File: src/rtl/frs_pkg.sv
// Package for the factory reset sequencer: state, opcode and command codes,
// configuration and item types shared by the rtl modules and the checker.
// No dependencies.
package frs_pkg;

    // Sequencer state codes as they appear on fsm_state
    localparam logic [3:0] RS_OFF      = 4'd0;
    localparam logic [3:0] RS_DRAIN    = 4'd1;
    localparam logic [3:0] RS_CONFIRM  = 4'd2;
    localparam logic [3:0] RS_MARK     = 4'd3;
    localparam logic [3:0] RS_PREPARE  = 4'd4;
    localparam logic [3:0] RS_CAL      = 4'd5;
    localparam logic [3:0] RS_BONDS    = 4'd6;
    localparam logic [3:0] RS_STORAGE  = 4'd7;
    localparam logic [3:0] RS_DEFAULTS = 4'd8;
    localparam logic [3:0] RS_COMMIT   = 4'd9;
    localparam logic [3:0] RS_FLASH    = 4'd10;
    localparam logic [3:0] RS_CHASE    = 4'd11;
    localparam logic [3:0] RS_PAIR     = 4'd12;
    localparam logic [3:0] RS_ERROR    = 4'd13;

    // Event opcodes
    localparam logic [2:0] OP_POLL    = 3'd0;
    localparam logic [2:0] OP_BUTTON  = 3'd1;
    localparam logic [2:0] OP_REQUEST = 3'd2;
    localparam logic [2:0] OP_BOOT    = 3'd3;
    localparam logic [2:0] OP_FAULT   = 3'd4;

    // Button actions
    localparam logic [1:0] BTN_OTHER    = 2'd0;
    localparam logic [1:0] BTN_SHUTDOWN = 2'd1;
    localparam logic [1:0] BTN_DOUBLE   = 2'd2;

    // Persisted marker values
    localparam logic [1:0] MRK_NONE     = 2'd0;
    localparam logic [1:0] MRK_PROGRESS = 2'd1;
    localparam logic [1:0] MRK_DONE     = 2'd2;

    // Shutdown command codes
    localparam logic [1:0] SHUT_NONE    = 2'd0;
    localparam logic [1:0] SHUT_REQUEST = 2'd1;
    localparam logic [1:0] SHUT_RESUME  = 2'd2;

    // Persist command codes
    localparam logic [1:0] PST_NONE     = 2'd0;
    localparam logic [1:0] PST_PROGRESS = 2'd1;
    localparam logic [1:0] PST_DONE     = 2'd2;

    // Step status: negative is failed, zero busy, one done
    localparam logic signed [1:0] STS_DONE = 2'sd1;

    // Configuration register indexes
    localparam logic [2:0] CFG_CONFIRM_TIMEOUT = 3'd0;
    localparam logic [2:0] CFG_PREPARE_TIMEOUT = 3'd1;
    localparam logic [2:0] CFG_LED_PHASE       = 3'd2;
    localparam logic [2:0] CFG_RETRY_DELAY     = 3'd3;
    localparam logic [2:0] CFG_MAX_RETRIES     = 3'd4;
    localparam logic [2:0] CFG_HOLD_CANCEL     = 3'd5;

    localparam logic [31:0] CONFIRM_TIMEOUT_RST = 32'd15000;
    localparam logic [31:0] PREPARE_TIMEOUT_RST = 32'd30000;
    localparam logic [31:0] LED_PHASE_RST       = 32'd1200;
    localparam logic [31:0] RETRY_DELAY_RST     = 32'd1000;
    localparam logic [1:0]  MAX_RETRIES_RST     = 2'd3;
    localparam logic [15:0] HOLD_CANCEL_RST     = 16'd1500;

    localparam int IN_TDATA_W  = 64;
    localparam int IN_FIELDS_W = 61;
    localparam int OUT_TDATA_W = 56;

    typedef struct packed {
        logic [31:0] confirm_timeout_ms;
        logic [31:0] prepare_timeout_ms;
        logic [31:0] led_phase_ms;
        logic [31:0] retry_delay_ms;
        logic [1:0]  max_retries;
        logic [15:0] hold_cancel_ms;
    } cfg_t;

    // Input item; last member sits in the lowest bits
    typedef struct packed {
        logic [1:0]        boot_marker;
        logic              action_ok;
        logic signed [1:0] storage_status;
        logic signed [1:0] prepare_status;
        logic              power_safe;
        logic              button_down;
        logic              link_quiet;
        logic [15:0]       hold_ms;
        logic              button_released;
        logic [1:0]        button_action;
        logic [31:0]       now_ms;
    } item_t;

    // Result item; last member sits in the lowest bits
    typedef struct packed {
        logic        confirming;
        logic        executing;
        logic        first_pair_required;
        logic [1:0]  retry_count;
        logic [3:0]  failed_step;
        logic [1:0]  persist_cmd;
        logic        cancel_cmd;
        logic [1:0]  shutdown_cmd;
        logic        lock_input;
        logic [31:0] elapsed_ms;
        logic [3:0]  fsm_state;
    } result_t;

endpackage

File: src/rtl/frs_cfg.sv
// Configuration register file for the factory reset sequencer.
// Depends on frs_pkg.
module frs_cfg
    import frs_pkg::*;
(
    input  logic        clk,
    input  logic        rst_n,
    input  logic        cfg_valid,
    output logic        cfg_ready,
    input  logic [2:0]  cfg_index,
    input  logic [31:0] cfg_data,
    output cfg_t        cfg
);

    cfg_t cfg_reg;

    assign cfg_ready = 1'b1;
    assign cfg       = cfg_reg;

    always_ff @(posedge clk or negedge rst_n)
    begin
        if (!rst_n)
        begin
            cfg_reg.confirm_timeout_ms <= CONFIRM_TIMEOUT_RST;
            cfg_reg.prepare_timeout_ms <= PREPARE_TIMEOUT_RST;
            cfg_reg.led_phase_ms       <= LED_PHASE_RST;
            cfg_reg.retry_delay_ms     <= RETRY_DELAY_RST;
            cfg_reg.max_retries        <= MAX_RETRIES_RST;
            cfg_reg.hold_cancel_ms     <= HOLD_CANCEL_RST;
        end
        else if (cfg_valid)
        begin
            case (cfg_index)
                CFG_CONFIRM_TIMEOUT: cfg_reg.confirm_timeout_ms <= cfg_data;
                CFG_PREPARE_TIMEOUT: cfg_reg.prepare_timeout_ms <= cfg_data;
                CFG_LED_PHASE:       cfg_reg.led_phase_ms       <= cfg_data;
                CFG_RETRY_DELAY:     cfg_reg.retry_delay_ms     <= cfg_data;
                CFG_MAX_RETRIES:     cfg_reg.max_retries        <= cfg_data[1:0];
                CFG_HOLD_CANCEL:     cfg_reg.hold_cancel_ms     <= cfg_data[15:0];
                default: ;
            endcase
        end
    end

endmodule

File: src/rtl/frs_step.sv
// Sequencer state and the single-pass step logic; writes the result register.
// Depends on frs_pkg.
module frs_step
    import frs_pkg::*;
(
    input  logic    clk,
    input  logic    rst_n,
    input  cfg_t    cfg,
    input  logic    advance,
    input  logic [2:0] opcode,
    input  item_t   item,
    output result_t result
);

    typedef enum logic [3:0] {
        OFF      = RS_OFF,
        DRAIN    = RS_DRAIN,
        CONFIRM  = RS_CONFIRM,
        MARK     = RS_MARK,
        PREPARE  = RS_PREPARE,
        CAL      = RS_CAL,
        BONDS    = RS_BONDS,
        STORAGE  = RS_STORAGE,
        DEFAULTS = RS_DEFAULTS,
        COMMIT   = RS_COMMIT,
        FLASH    = RS_FLASH,
        CHASE    = RS_CHASE,
        PAIR     = RS_PAIR,
        ERROR    = RS_ERROR
    } state_t;

    state_t      state_reg, state_next;
    logic [31:0] entry_reg, entry_next;
    logic [31:0] last_reg, last_next;
    logic [1:0]  marker_reg, marker_next;
    logic        resume_reg, resume_next;
    logic [3:0]  origin_reg, origin_next;
    logic [1:0]  retries_reg, retries_next;
    result_t     res_reg, res_next;

    logic [31:0] el;
    logic        go;
    state_t      target;
    logic        lock;
    logic [1:0]  shut;
    logic        cancel;
    logic [1:0]  persist;
    logic        prep_fail, prep_done, stor_fail, stor_done;
    logic        psafe, ok;

    assign result = res_reg;

    always_comb
    begin
        state_next   = state_reg;
        entry_next   = entry_reg;
        last_next    = last_reg;
        marker_next  = marker_reg;
        resume_next  = resume_reg;
        origin_next  = origin_reg;
        retries_next = retries_reg;
        go      = 1'b0;
        target  = state_reg;
        lock    = 1'b0;
        shut    = SHUT_NONE;
        cancel  = 1'b0;
        persist = PST_NONE;
        psafe   = item.power_safe;
        ok      = item.action_ok;
        el      = item.now_ms - entry_reg;
        prep_fail = item.prepare_status[1];
        prep_done = item.prepare_status == STS_DONE;
        stor_fail = item.storage_status[1];
        stor_done = item.storage_status == STS_DONE;

        case (opcode)
            OP_POLL:
            begin
                last_next = item.now_ms;
                // flash-writing steps hold still while the supply is low
                if (state_reg != OFF && !((state_reg inside {[CAL:COMMIT]}) && !psafe))
                begin
                    case (state_reg)
                        DRAIN:
                        begin
                            if (item.link_quiet)
                            begin
                                if (resume_reg)
                                begin
                                    go = 1'b1;
                                    target = PREPARE;
                                end
                                else if (!item.button_down)
                                begin
                                    lock = 1'b1;
                                    go = 1'b1;
                                    target = CONFIRM;
                                end
                            end
                        end
                        CONFIRM:
                        begin
                            if (el >= cfg.confirm_timeout_ms)
                            begin
                                go = 1'b1;
                                target = OFF;
                                cancel = 1'b1;
                            end
                        end
                        MARK:
                        begin
                            go = 1'b1;
                            if (!psafe || !ok)
                            begin
                                target = ERROR;
                            end
                            else
                            begin
                                marker_next = MRK_PROGRESS;
                                persist = PST_PROGRESS;
                                target = PREPARE;
                            end
                        end
                        PREPARE:
                        begin
                            if (psafe)
                            begin
                                if (prep_fail || el >= cfg.prepare_timeout_ms)
                                begin
                                    go = 1'b1;
                                    target = ERROR;
                                end
                                else if (prep_done)
                                begin
                                    go = 1'b1;
                                    target = CAL;
                                end
                            end
                        end
                        CAL:
                        begin
                            go = 1'b1;
                            target = ok ? BONDS : ERROR;
                        end
                        BONDS:
                        begin
                            go = 1'b1;
                            target = ok ? STORAGE : ERROR;
                        end
                        STORAGE:
                        begin
                            if (stor_fail)
                            begin
                                go = 1'b1;
                                target = ERROR;
                            end
                            else if (stor_done)
                            begin
                                go = 1'b1;
                                target = DEFAULTS;
                            end
                        end
                        DEFAULTS:
                        begin
                            go = 1'b1;
                            target = ok ? COMMIT : ERROR;
                        end
                        COMMIT:
                        begin
                            go = 1'b1;
                            if (ok)
                            begin
                                marker_next = MRK_DONE;
                                persist = PST_DONE;
                                target = FLASH;
                            end
                            else
                            begin
                                target = ERROR;
                            end
                        end
                        FLASH:
                        begin
                            if (el >= cfg.led_phase_ms)
                            begin
                                go = 1'b1;
                                target = CHASE;
                            end
                        end
                        CHASE:
                        begin
                            if (el >= cfg.led_phase_ms)
                            begin
                                go = 1'b1;
                                target = PAIR;
                            end
                        end
                        PAIR:
                        begin
                            if (ok)
                            begin
                                go = 1'b1;
                                target = OFF;
                            end
                        end
                        ERROR:
                        begin
                            // prepare and storage failures are never retried
                            if (el >= cfg.retry_delay_ms && retries_reg < cfg.max_retries &&
                                psafe && origin_reg != RS_STORAGE &&
                                origin_reg != RS_PREPARE)
                            begin
                                retries_next = retries_reg + 2'd1;
                                go = 1'b1;
                                target = state_t'(origin_reg);
                            end
                        end
                        default: ;
                    endcase
                end
            end
            OP_BUTTON:
            begin
                last_next = item.now_ms;
                if (state_reg == CONFIRM)
                begin
                    if (el >= cfg.confirm_timeout_ms || item.button_action == BTN_SHUTDOWN ||
                        item.hold_ms >= cfg.hold_cancel_ms)
                    begin
                        go = 1'b1;
                        target = OFF;
                        cancel = 1'b1;
                    end
                    else if (item.button_released && item.button_action == BTN_DOUBLE)
                    begin
                        go = 1'b1;
                        target = MARK;
                        lock = 1'b1;
                    end
                end
            end
            OP_REQUEST:
            begin
                if (state_reg == OFF)
                begin
                    resume_next = 1'b0;
                    retries_next = 2'd0;
                    go = 1'b1;
                    target = DRAIN;
                    shut = SHUT_REQUEST;
                    lock = 1'b1;
                end
            end
            OP_BOOT:
            begin
                marker_next = item.boot_marker;
                if (item.boot_marker == MRK_PROGRESS)
                begin
                    resume_next = 1'b1;
                    go = 1'b1;
                    target = DRAIN;
                    lock = 1'b1;
                    shut = SHUT_RESUME;
                end
            end
            OP_FAULT:
            begin
                if (!resume_reg && (state_reg == DRAIN || state_reg == CONFIRM))
                begin
                    go = 1'b1;
                    target = OFF;
                end
            end
            default: ;
        endcase

        if (go)
        begin
            if (target == ERROR)
            begin
                origin_next = state_reg;
            end
            state_next = target;
            entry_next = last_next;
        end

        res_next.fsm_state           = state_next;
        res_next.elapsed_ms          = last_next - entry_next;
        res_next.lock_input          = lock;
        res_next.shutdown_cmd        = shut;
        res_next.cancel_cmd          = cancel;
        res_next.persist_cmd         = persist;
        res_next.failed_step         = origin_next;
        res_next.retry_count         = retries_next;
        res_next.first_pair_required = marker_next != MRK_NONE;
        res_next.executing           = state_next >= MARK;
        res_next.confirming          = state_next == CONFIRM;
    end

    always_ff @(posedge clk or negedge rst_n)
    begin
        if (!rst_n)
        begin
            state_reg   <= OFF;
            entry_reg   <= '0;
            last_reg    <= '0;
            marker_reg  <= MRK_NONE;
            resume_reg  <= 1'b0;
            origin_reg  <= RS_OFF;
            retries_reg <= 2'd0;
        end
        else if (advance)
        begin
            state_reg   <= state_next;
            entry_reg   <= entry_next;
            last_reg    <= last_next;
            marker_reg  <= marker_next;
            resume_reg  <= resume_next;
            origin_reg  <= origin_next;
            retries_reg <= retries_next;
        end
    end

    always_ff @(posedge clk)
    begin
        if (advance)
        begin
            res_reg <= res_next;
        end
    end

endmodule

File: src/rtl/factory_reset_sequencer.sv
// Top level of the factory reset sequencer: input register, handshake control
// and the result register stage. Depends on frs_pkg, frs_cfg and frs_step.

// The sequencer takes one event per clock while the output side is ready and
// returns exactly one result per event: the event lands in an input register,
// then one pass through the step logic updates the sequencer state and fills
// the result register. Throughput is one event per cycle while m_tready holds,
// set by that single pass (32-bit elapsed-time subtract and timeout compares).
// An empty input register accepts a new event while a finished result waits on
// the output. Configuration writes are taken in any cycle and should
// only be issued while no event is in flight.
module factory_reset_sequencer
    import frs_pkg::*;
(
    input  logic                   clk,
    input  logic                   rst_n,
    // slave stream
    input  logic                   s_tvalid,
    output logic                   s_tready,
    // now_ms[31:0], button_action[33:32], button_released[34], hold_ms[50:35],
    // link_quiet[51], button_down[52], power_safe[53], prepare_status[55:54],
    // storage_status[57:56], action_ok[58], boot_marker[60:59], zero fill
    input  logic [IN_TDATA_W-1:0]  s_tdata,
    // opcode[2:0]
    input  logic [2:0]             s_tuser,
    // master stream
    output logic                   m_tvalid,
    input  logic                   m_tready,
    // fsm_state[3:0], elapsed_ms[35:4], lock_input[36], shutdown_cmd[38:37],
    // cancel_cmd[39], persist_cmd[41:40], failed_step[45:42], retry_count[47:46],
    // first_pair_required[48], executing[49], confirming[50], zero fill
    output logic [OUT_TDATA_W-1:0] m_tdata,
    // configuration write channel
    input  logic                   cfg_valid,
    output logic                   cfg_ready,
    input  logic [2:0]             cfg_index,
    input  logic [31:0]            cfg_data
);

    cfg_t       cfg;
    item_t      item_reg;
    logic [2:0] op_reg;
    logic       in_valid_reg;
    logic       out_valid_reg;
    logic       advance;
    result_t    result;

    assign advance  = in_valid_reg && (!out_valid_reg || m_tready);
    assign s_tready = !in_valid_reg || advance;
    assign m_tvalid = out_valid_reg;
    assign m_tdata  = {{(OUT_TDATA_W - $bits(result_t)){1'b0}}, result};

    always_ff @(posedge clk or negedge rst_n)
    begin
        if (!rst_n)
        begin
            in_valid_reg  <= 1'b0;
            out_valid_reg <= 1'b0;
        end
        else
        begin
            if (s_tready)
            begin
                in_valid_reg <= s_tvalid;
            end
            if (advance)
            begin
                out_valid_reg <= 1'b1;
            end
            else if (m_tready)
            begin
                out_valid_reg <= 1'b0;
            end
        end
    end

    always_ff @(posedge clk)
    begin
        if (s_tvalid && s_tready)
        begin
            item_reg <= item_t'(s_tdata[IN_FIELDS_W-1:0]);
            op_reg   <= s_tuser;
        end
    end

    frs_cfg u_cfg (
        .clk       (clk),
        .rst_n     (rst_n),
        .cfg_valid (cfg_valid),
        .cfg_ready (cfg_ready),
        .cfg_index (cfg_index),
        .cfg_data  (cfg_data),
        .cfg       (cfg)
    );

    frs_step u_step (
        .clk     (clk),
        .rst_n   (rst_n),
        .cfg     (cfg),
        .advance (advance),
        .opcode  (op_reg),
        .item    (item_reg),
        .result  (result)
    );

endmodule

File: config.mk
export PLATFORM = sky130hd
export DESIGN_NAME = factory_reset_sequencer
export DESIGN_NICKNAME = d
export VERILOG_FILES = /design/src/rtl/frs_pkg.sv /design/src/rtl/frs_cfg.sv /design/src/rtl/frs_step.sv /design/src/rtl/factory_reset_sequencer.sv
export SDC_FILE = /design/constraint.sdc
export NUM_CORES = 1
export LEC_CHECK = 0
export ABC_AREA = 1
export BUFFER_PORTS_ARGS = -buffer_cell sky130_fd_sc_hd__buf_4
export CAP_MARGIN = 40
export CORE_MARGIN = 4
export CORE_UTILIZATION = 60
export CTS_BUF_LIST = sky130_fd_sc_hd__clkbuf_8
export CTS_CLUSTER_SIZE = 12
export DETAILED_ROUTE_END_ITERATION = 7
export GPL_ROUTABILITY_DRIVEN = 0
export GPL_TIMING_DRIVEN = 0
export PLACE_DENSITY = 0.85
export SYNTH_ARGS = -nofsm -noshare
export SYNTH_HDL_FRONTEND = slang
export SYNTH_SLANG_ARGS = --single-unit
export TNS_END_PERCENT = 1
File: constraint.sdc
create_clock -name clk -period 8.4 [get_ports clk]
set_input_delay 1.26 -clock clk [delete_from_list [all_inputs] [get_ports clk]]
set_output_delay 1.26 -clock clk [all_outputs]
set_load 0.03 [all_outputs]
==> results of run 1 <==
==> synthesized netlist by cell type (8+ instances only) <==
cell      count
clkbuf_1     48
nand4_1      32
nand3_1      76
ha_1        192
inv_2        22
o211ai_1     12
a21oi_1     121
or2_2        28
o21a_1        8
dfrtp_1     192
edfxtp_1    115
inv_1       389
nor2_1      144
buf_2         8
nor3_1       17
dfstp_2      33
xor2_1       48
o21ai_0     301
o21ai_1      20
nand2_1     666
nor2_2       11
xnor2_1      14
==> logic make-up after synthesis <==
logic type                 share of synthesized area, %
AOI/OAI and AO/OA                                 13.31
xor gates and xnor gates                          2.597
adders and majority gates                         11.68
buffers and inverters                             8.862
DFF                                               43.64
muxes                                           0.04787
other                                           0.03592
and+or+nand+nor                                   19.82
==> per-stage QoR <==
stage	cells	utilization, %
after floorplan	2593	-
after global placement	3204	65.77
after detailed placement	3208	66.07
after CTS	3316	69.48
after global routing	3323	69.93
final	3323	69.93
==> path summary, 6_finish.rpt <==
check | slack, ps | to
worst min register to register | 480 | u_step.last_reg[26]$_DFFE_PN0P_
min in group asynchronous | 490 | u_cfg.cfg[42]$_DFFE_PN0P_
worst min-delay path | 480 | u_step.last_reg[26]$_DFFE_PN0P_
worst max register to register | 420 | u_step.result[28]$_DFFE_PP_
max in group asynchronous | 6680 | u_step.entry_reg[19]$_DFFE_PN0P_
worst max-delay path | 420 | u_step.result[28]$_DFFE_PP_
==> layer usage <==
layer  vias up  part of all wire [%]  wire length, um
li1       8914                     -                -
met5         -                     0                0
met4         0                   5.2             2973
met1      8847                    40            22680
met3       206                    10             5844
met2      1053                    45            25890
==> tightest hold or removal path, stage by stage, from the launching register on <==
cell and delay (ps):
dfrtp_1 340, nand2_1 50, o21ai_0 60
==> what timing repair did <==
action | 4_1_cts | 5_1_grt
endpoints found under the setup margin | 21 | 22
endpoints found under the hold margin | 0 | 0
gates resized for setup | 8 | 26
buffers inserted | 0 | 7
pin swaps | 0 | 4
==> final cells by class <==
cell class	instances	area, um^2
fillers	2594	10360
multi-input cells	1775	10070
flip-flops and latches	340	9125
inverters	412	1546
repair buffers	167	1339
clock buffers	62	853.3
well taps	455	569.3
plain buffers	65	309.0
clock inverters	47	281.5
==> power breakdown <==
group	switching (uW)	internal, uW	leakage, uW	total, uW
clock network	700	776	0.000684	1480
registers	237	2290	0.00387	2530
logic	4020	2190	0.00744	6210
total	4950	5250	0.0120	10200
==> results.json, run 1 <==
{
  "ys_seq_area_share_pct": 43.64,
  "fin_setup_tns_ps": 0,
  "synth_area_um2": 20910,
  "setup_slack_ps": 424.8,
  "rows": 68,
  "synth_top_area_share_pct": 22.98,
  "worstMarginPinSlew_ps": 1000,
  "use_met2_pct": 48.08,
  "yosysTopAreaCell": "dfrtp_1",
  "largest_reg_flops": 146,
  "via_count": 19020,
  "power.density_nw_per_um2": 423.6,
  "drc_errors": 0,
  "rsz0062_at_grt": "false",
  "dp_hpwl_mm": 43.88,
  "crit_arrival_ps": 8380,
  "numCtsBuffers": 58,
  "viasPerCell": 5.724,
  "finalSetupViolCount": 0,
  "critPathBufInv": 3,
  "grt_usage_pct": 30.03,
  "clk_pin_slew_ps": 60,
  "yosys-top-cells-area": "dfrtp_1 (23%), edfxtp_1 (17%), nand2_1 (12%), ha_1 (11%), o21ai_0 (7.2%)",
  "postPlaceCellArea_um2": 22770,
  "hold_path.class": "reg2reg",
  "slowest_stage": "edfxtp_1",
  "most-common-layout-cells": "nand2_1 (664), inv_1 (413), o21ai_0 (296), ha_1 (192), dfrtp_1 (192)",
  "start_util_pct": 60.68,
  "required_ps": 8810,
  "area_growth_pct": 15.25,
  "hold_slack_ps": 484.0,
  "hold_depth": 2,
  "yosysUniqueCellTypes": 60,
  "die_h_um": 194.7,
  "dr.pass1.iters": 6,
  "cts-root-buf": "clkbuf_8",
  "nets": 3120,
  "stdcell_area_um2": 24100,
  "synth-edff-count": 115,
  "worst_path_most_repeated_cell": "nand2_1",
  "drive_gt1_share_pct": 14.02,
  "synth.avg_cell_area_um2": 8.076,
  "finalWirelength_mm": 57.38,
  "slowest_delay_ps": 440,
  "io_pins": 166,
  "r2r-start": "item_reg[10]$_DFFE_PP_",
  "clockBufferDepth": 3,
  "grtUsageMet3_pct": 5.426,
  "drt_iter0_drc": 1952,
  "cp-start-kind": "flip-flop",
  "endpoint_kind": "flip-flop",
  "yosysWarningCount": 0,
  "slew_headroom_pct": 32.44,
  "cp_num_cells": 43,
  "leakage_uw": 0.01199,
  "synthCells": 2589,
  "hp-start": "u_step.last_reg[26]$_DFFE_PN0P_",
  "grt_max_degree": 90,
  "cts_max_level": 2,
  "cap_violations": 0,
  "core_um2": 34460,
  "rr_worst_depth": 43,
  "grt_use_met1_pct": 39.91,
  "timing.final.crit_share_pct": 94.94,
  "die_area_um2": 37900,
  "postCtsHoldBufs": 0,
  "clkLatencyLatePin_ps": 660,
  "antenna_found_initial": 1,
  "port_buffers": 156,
  "vdd_drop_max_mv": 0.1755,
  "grt_pass1_wl_mm": 92.89,
  "post_drt_wl_per_cell_um": 17.27,
  "period_needed_ps": 7975,
  "grt_overflow": 0,
  "post-place-ws_ps": -543.9,
  "die_w_um": 194.7,
  "power.total_uw": 10210,
  "drtAntennaViolNets": 0,
  "synth-seq-cells": 340,
  "status": "completed",
  "clock_skew_ps": 25.63,
  "cts_tree": "done",
  "grt_busiest_layer": "met2",
  "crit_path_start": "item_reg[10]$_DFFE_PP_",
  "worstSetupPathType": "reg2reg",
  "n_antenna_cell": 0,
  "fmax_mhz": 125.4,
  "clkSinkCount": 340,
  "crit_fanout": 10,
  "yosys_most_used_dff": "dfrtp_1",
  "drv_slew": 0,
  "final_common_cell": "nand2_1",
  "hold_viol": 0,
  "async_reset_ff_share_pct": 66.18,
  "critPathTopFamily": "simple AND/OR/NAND/NOR gates",
  "grt_pass1_vias": 18850
}
Note: power is estimated with default switching activity, not from simulation.
==> inputs of run 2 (changes only) <==
- CTS_BUF_LIST: sky130_fd_sc_hd__clkbuf_8 -> unset
==> run 2 against run 1 <==
Net effect:
- largest power group unchanged
- final cell count down 1.2%
- worst setup slack better by 5.2 ps
- routed wire length up 0.85%
- first-iteration DRC count up 2.0%
- sequential share of layout area down 0.11 points
==> results.json, run 2 (synthesis results as in run 1) <==
{
  "leakage_uw": 0.01190,
  "final_core_util_pct": 70.15,
  "postPlaceCellArea_um2": 22770,
  "drv_slew": 0,
  "clk_pin_slew_ps": 60,
  "crit_fanout": 19,
  "antenna_found_initial": 0,
  "cp-start-kind": "flip-flop",
  "largest_reg_flops": 146,
  "post_drt_wl_per_cell_um": 17.62,
  "crit_arrival_ps": 8270,
  "clock_skew_ps": 15.81,
  "endpoint_kind": "flip-flop",
  "stdcell_area_um2": 24170,
  "die_h_um": 194.7,
  "slowest_delay_ps": 650,
  "hold_viol": 0,
  "drc_errors": 0,
  "rows": 68,
  "fin_setup_tns_ps": 0,
  "power.density_nw_per_um2": 430.4,
  "required_ps": 8700,
  "n_antenna_cell": 0,
  "die_w_um": 194.7,
  "area_growth_pct": 15.60,
  "critPathBufInv": 5,
  "status": "completed",
  "worstSetupPathType": "reg2reg",
  "postCtsHoldBufs": 0,
  "numCtsBuffers": 39,
  "viasPerCell": 5.800,
  "drive_gt1_share_pct": 13.36,
  "grt_usage_pct": 30.18,
  "clkLatencyLatePin_ps": 550,
  "drtAntennaViolNets": 0,
  "dr.pass1.iters": 6,
  "io_pins": 166,
  "start_util_pct": 60.68,
  "slew_headroom_pct": 36.81,
  "cts_max_level": 2,
  "core_um2": 34460,
  "finalSetupViolCount": 0,
  "cp_num_cells": 42,
  "power.total_uw": 10400,
  "worstMarginPinSlew_ps": 935.7,
  "seqCellArea_um2": 9125,
  "grt_pass1_vias": 18810,
  "finalWirelength_mm": 57.86,
  "worst_path_most_repeated_cell": "nand2_1",
  "nets": 3100,
  "period_needed_ps": 7970,
  "rr_worst_depth": 42,
  "critPathTopFamily": "simple AND/OR/NAND/NOR gates",
  "port_buffers": 156,
  "n_fill_cell": 2578,
  "grt_overflow": 0,
  "grt_pass1_wl_mm": 93.52,
  "cts-root-buf": "clkbuf_16",
  "slowest_stage": "xor2_1",
  "via_count": 19050,
  "die_area_um2": 37900,
  "multi_input_comb_area_um2": 10070,
  "cap_violations": 0,
  "final_common_cell": "nand2_1",
  "hold_depth": 2,
  "clockBufferDepth": 3,
  "cts_tree": "done",
  "vdd_drop_max_mv": 0.2414,
  "hold_path.class": "reg2reg",
  "grt_max_degree": 90,
  "hold_slack_ps": 483.2,
  "dp_hpwl_mm": 43.88,
  "fmax_mhz": 125.5,
  "most-common-layout-cells": "nand2_1 (663), inv_1 (388), o21ai_0 (296), ha_1 (192), dfrtp_1 (192)",
  "timing.final.crit_share_pct": 94.88,
  "drt_iter0_drc": 1991,
  "clkSinkCount": 340
}
run 2: worst min-delay path, cell delays in order (launching register included):
cell,delay (ps)
dfrtp_1,340
nand2_1,50
o21ai_0,50
run 2: layout make-up:
type                    count  area share, %
multi-input cells        1775          41.68
flip-flops and latches    340          37.75
inverters                 412          6.398
repair buffers            166          5.508
clock buffers              50          4.338
well taps                 455          2.355
plain buffers              65          1.279
clock inverters            21         0.6885
run 2: repair_timing:
item,in CTS,in global routing
setup endpoints to repair,21,23
resized for setup,8,27
cloned,0,0
hold endpoints to repair,0,0
buffers inserted,0,6
pin swaps,0,3
run 2: per-layer routing:
layer	GRT usage, %	wire (um)	vias to the layer above
met3	5.322	5985	210
li1	-	-	8865
met1	40.10	22640	8907
met4	14.32	2961	0
met5	0	0	-
met2	48.40	26270	1064
run 2: per-stage QoR:
step	cells	setup slack, ps
4_1_cts	3278	2.307
3_5_place_dp	3208	-543.9
5_1_grt	3284	-21.58
6_report	3284	430.0
2_1_floorplan	2593	1667
3_3_place_gp	3204	-418.7
run 2: final timing paths:
check	start	slack (ps)	to
worst max-delay path	u_step.entry_reg[13]$_DFFE_PN0P_	430	u_step.result[28]$_DFFE_PP_
worst min-delay path	u_cfg.cfg[76]$_DFFE_PN0P_	480	u_cfg.cfg[76]$_DFFE_PN0P_
worst max register to register	u_step.entry_reg[13]$_DFFE_PN0P_	430	u_step.result[28]$_DFFE_PP_
worst min register to register	u_cfg.cfg[76]$_DFFE_PN0P_	480	u_cfg.cfg[76]$_DFFE_PN0P_
max in group asynchronous	rst_n	6600	u_step.last_reg[19]$_DFFE_PN0P_
min in group asynchronous	rst_n	610	u_cfg.cfg[42]$_DFFE_PN0P_
run 2: report_power, final:
group | leakage [uW] | internal, uW | switching (uW)
registers | 0.00387 | 2290 | 238
clock network | 0.000595 | 946 | 696
logic | 0.00743 | 2190 | 4040
total | 0.0119 | 5430 | 4970
